$ cat src/hw/rtl/wvm_pkg.sv
package wvm_pkg;

    localparam int VOICES_DEF       = 16;
    localparam int SAMPLE_WORDS_DEF = 65536;
    localparam int POS_W            = 18;
    localparam logic [POS_W-1:0] POS_MAX = 18'h3FFFF;

    localparam logic [2:0] OP_WRITE  = 3'd0;
    localparam logic [2:0] OP_START  = 3'd1;
    localparam logic [2:0] OP_STOP   = 3'd2;
    localparam logic [2:0] OP_SET    = 3'd3;
    localparam logic [2:0] OP_RENDER = 3'd4;

    typedef struct packed {
        logic [2:0]  op;
        logic [3:0]  voice;
        logic [15:0] addr;
        logic [15:0] mem_word;
        logic [17:0] sample_count;
        logic [16:0] loop_start;
        logic        loop_on;
        logic        sixteen_bit;
        logic [23:0] phase_step;
        logic [6:0]  volume;
    } in_item_t;

    typedef struct packed {
        logic signed [15:0] mix_sample;
        logic [15:0]        playing_mask;
    } out_item_t;

    typedef struct packed {
        logic [15:0] base;
        logic [17:0] len;
        logic [16:0] loop_pt;
        logic        loops;
        logic        wide;
        logic [23:0] step;
        logic [6:0]  gain;
    } voice_cfg_t;

    typedef struct packed {
        logic [17:0] pos;
        logic [15:0] frac;
    } voice_phase_t;

    typedef enum logic [3:0] {
        ST_IDLE,
        ST_SET_WB,
        ST_V_SEL,
        ST_V_CHECK,
        ST_V_DIV,
        ST_V_RD0,
        ST_V_RD1,
        ST_V_CAP1,
        ST_V_MUL,
        ST_V_GAIN,
        ST_V_ACC,
        ST_DONE
    } state_t;

    // word to signed 16-bit sample; 8-bit samples land in the high byte
    function automatic logic signed [15:0] decode_sample(input logic [15:0] w,
                                                         input logic wide,
                                                         input logic hi);
        logic [7:0] b;
        b = hi ? w[15:8] : w[7:0];
        return wide ? $signed(w) : $signed({b, 8'h00});
    endfunction

endpackage

$ cat src/hw/rtl/wvm_mod_unit.sv
// Serial restoring remainder, one dividend bit per cycle.
module wvm_mod_unit (
    input  logic                           clk,
    input  logic                           rst_n,
    input  logic                           start,
    input  logic [wvm_pkg::POS_W-1:0]      dividend,
    input  logic [wvm_pkg::POS_W-1:0]      divisor,
    output logic                           done,
    output logic [wvm_pkg::POS_W-1:0]      rem
);
    localparam int W  = wvm_pkg::POS_W;
    localparam int CW = $clog2(W + 1);

    logic [CW-1:0] cnt_reg, cnt_next;
    logic [W-1:0]  rem_reg, rem_next;
    logic [W-1:0]  dvd_reg, dvd_next;
    logic [W-1:0]  dvs_reg, dvs_next;
    logic [W:0]    trial;

    always_comb
    begin
        trial    = {rem_reg, dvd_reg[W-1]};
        cnt_next = cnt_reg;
        rem_next = rem_reg;
        dvd_next = dvd_reg;
        dvs_next = dvs_reg;
        if (start)
        begin
            cnt_next = CW'(W);
            rem_next = '0;
            dvd_next = dividend;
            dvs_next = divisor;
        end
        else if (cnt_reg != '0)
        begin
            cnt_next = cnt_reg - 1'b1;
            dvd_next = {dvd_reg[W-2:0], 1'b0};
            if (trial >= {1'b0, dvs_reg})
                rem_next = W'(trial - {1'b0, dvs_reg});
            else
                rem_next = trial[W-1:0];
        end
    end

    always_ff @(posedge clk or negedge rst_n)
    begin
        if (!rst_n)
            cnt_reg <= '0;
        else
            cnt_reg <= cnt_next;
    end

    always_ff @(posedge clk)
    begin
        rem_reg <= rem_next;
        dvd_reg <= dvd_next;
        dvs_reg <= dvs_next;
    end

    assign done = (cnt_reg == CW'(1));
    assign rem  = rem_next;

endmodule

$ cat config.mk
export PLATFORM = sky130hd
export DESIGN_NAME = wvm_mod_unit
export DESIGN_NICKNAME = d
export VERILOG_FILES = /design/src/hw/rtl/wvm_pkg.sv /design/src/hw/rtl/wvm_mod_unit.sv
export SDC_FILE = /design/constraint.sdc
export NUM_CORES = 1
export LEC_CHECK = 0
export ABC_AREA = 0
export BUFFER_PORTS_ARGS = -buffer_cell sky130_fd_sc_hd__buf_2
export CAP_MARGIN = 20
export CORE_MARGIN = 5
export CORE_UTILIZATION = 50
export DETAILED_ROUTE_END_ITERATION = 10
export PLACE_DENSITY = 0.74
export SYNTH_ARGS = -nofsm -noshare
export SYNTH_HDL_FRONTEND = slang
export SYNTH_SLANG_ARGS = --single-unit
$ cat constraint.sdc
create_clock -name clk -period 5.9 [get_ports clk]
set_input_delay 1.18 -clock clk [delete_from_list [all_inputs] [get_ports clk]]
set_output_delay 1.18 -clock clk [all_outputs]
set_load 0.1 [all_outputs]
==> impl_results.md <==
* Via density at 5.46
* CTS hold repair buffers at 0
* H-tree depth at 3
* Mapped Area at 0.00332 mm^2
* Reg-to-Reg End: rem_reg[8]
* Post-synth EDFFs at 36
* Async SR Flop Fraction at 8.47%
* Hold Violations, Final at 0
* Max transition margin at 55.0%
* Layout Nets at 431
* Area delta synth->final at 17.0%
* Layout cell share with drive strength beyond 1 at 26.1%
* Worst reg2reg startpoint: dvs_reg[10]
* # IOs at 58
* Core area at 0.00639 mm^2
* Max Clk Rate at 215 MHz
* Die Ht at 91.5 um
* GRT Residual Overflow at 0
* Seq/Total Area, Yosys at 47.2%
* Post-Syn Nets at 372
* Status: finished clean
* Final WS setup at 1.25 ns
* CTS tree: yes
* Tightest Hold Check Type: flip-flop to flip-flop
* Die X at 91.5 um
* Final Setup Violations at 0
* Post-CTS setup buffers at 0
* WP data arrival at 3.47 ns
* Vias in the first global route at 2570
* Max-Cap Viols at 0
* Largest net degree at the start of global routing at 36
* Mean routed wirelength per cell at 15.1 um
* RSZ-0062 raised after global routing: no
* Hold endpoint: cnt_reg[4]
* Post-layout util at 60.8%
* First-pass GRT wire length at 11500 um
* Number of diodes at 0
* Leakage power at 1.79 nW
* Drt pass-1 iters at 4
* Worst setup SP type: flip-flop
* Post-DP HPWL at 4960 um
* Data required, critical path at 4.72 ns
* Num CTS Buffers at 9
* Cell area after placement at 0.00365 mm^2
* CTS resizes at 0
* R2r worst-path depth at 9
* DRC at 0
* YS warnings at 0
* CTS sink cnt at 59
* Via Count at 2475
* Clock transition at path regs at 0.06 ns
* Worst slack, placed at 1.63 ns
* Worst Setup End Kind: primary output
* Skew final at 0.00597 ns
* Avg Inst Size Synth at 10.6 um^2
* Top_reg_cell synth: edfxtp_1
* Hold Startpoint: cnt_reg[4]
* IO Port Bufs at 57
* Skew-Pair Late Insertion Delay at 0.34 ns
* Final Instance Area at 0.00388 mm^2
* Clock root cell: clkbuf_8
* Hold depth at 1
* R2R Setup Slk at 3.03 ns
* Crit Path Max Fanout at 21
* RD Place Congestion at 0.867
* Max VDD drop at 0.000351 V
* Unique masters post-synth at 53
* Post-route ant nets at 0
* Number of DRC markers in iteration 0 at 149
* Tmin final at 4.65 ns
* Setup TNS at 0 ns
* Syn Inst Count at 312
* Deepest clock path buffer count at 2
* Site Rows at 29
* Type of the worst setup path: flip-flop to primary output
* PD cells at 563 mW/mm^2
* Routed wire length at 6840 um
* Die Area at 0.00836 mm^2
* Slew Viols, Final at 0
* Flops & latches, synth at 59
* Overall routing resource usage at 16.8%
* Initial antenna violation count at 0
* Period utilisation layout at 78.8%
* Starting Density at 51.9%
* Least-Margin Pin Slew at 0.674 ns
[worst max-delay path by stage]
stage / from / endpoint / slack (ns) / cells past startpoint
after CTS: dvs_reg[10] / rem[0] / 1.23 / 10
after global placement: dvs_reg[9] / rem[17] / 1.65 / 10
after detailed placement: dvs_reg[10] / rem[7] / 1.63 / 10
after floorplan: dvs_reg[9] / rem[10] / 0.14 / 11
after global routing: dvs_reg[10] / rem[2] / 0.96 / 10
final: dvs_reg[9] / rem[17] / 1.25 / 10
[cell families after synthesis]
family / share of synthesized area, %
buf+inv: 4.68
simple gates: 12.3
fa+ha+maj: 8.15
xor+xnor: 3.70
mux: 8.53
compound gates: 15.5
flops: 47.2
[power by group]
| part | internal [mW] | switching [mW] |
|---|---|---|
| clock network | 0.236 | 0.163 |
| logic | 0.353 | 0.844 |
| registers | 0.530 | 0.0582 |
[routing by layer]
layer	share of wire, %	vias to the layer above	GRT usage (%)
met5	0	-	0
met4	1.4	0	8.19
met3	6.8	11	5.21
met2	47	56	26.6
met1	45	1154	20.9
li1	-	1254	-
[cell usage after synthesis (all sizes together), types with 4 or more instances]
library cell	n	area, um^2
a21oi	22	110
nand2	10	37.5
inv	26	97.6
dfrtp	5	125
ha	20	250
nor2	25	93.8
a211oi	11	87.6
a31oi	4	25.0
mux2	18	203
and3	4	25.0
xor2	9	78.8
nor3	8	45.0
mux2i	8	80.1
buf	6	38.8
and2	5	33.8
nor2b	4	25.0
xnor2	5	43.8
edfxtp	36	1080
nand3	5	25.0
clkbuf	5	18.8
a21o	6	45.0
dfxtp	18	360
nand2b	6	37.5
o21ai	13	65.1
[cells in the final DEF, fill, tap and decap left out, types with 4 or more instances in the layout]
master / instances
buf_2: 57
edfxtp_1: 36
inv_1: 26
nor2_1: 25
a21oi_1: 22
ha_1: 20
mux2_2: 18
dfxtp_1: 18
o21ai_0: 13
nand2_1: 10
a211oi_1: 10
xor2_1: 9
clkbuf_8: 9
mux2i_1: 8
nor3_1: 7
nand2b_1: 6
a21o_1: 6
nand3_1: 5
xnor2_1: 5
dfrtp_1: 5
nor2b_1: 4
and2_1: 4
a31oi_1: 4
and3_1: 4
[metrics by stage]
stage / instances / hold slack, ns / power (mW)
after floorplan: 312 / 0.474 / 1.61
after global placement: 436 / 0.489 / 1.77
after detailed placement: 436 / 0.496 / 1.79
after CTS: 452 / 0.513 / 2.20
after global routing: 453 / 0.542 / 2.32
final: 453 / 0.514 / 2.19
[critical path, stage by stage, from the launching register on]
cell and delay, ns:
edfxtp_1 0.32, inv_1 0.05, ha_1 0.43, nand4_2 0.18
or4_1 0.56, nor3_2 0.15, a2111oi_2 0.10, and2_4 0.28
a211o_1 0.27, a311oi_2 0.30, buf_2 0.49
[cell type report]
cell class	count	area (um^2)
inverter	26	97.6
tap	77	96.3
multi-input combinational	216	1600
clock buffer	9	124
clock inverter	7	92.6
fill	542	2510
sequential	59	1570
timing repair buffer	59	308
No activity file was read; power rests on OpenSTA's default activity.
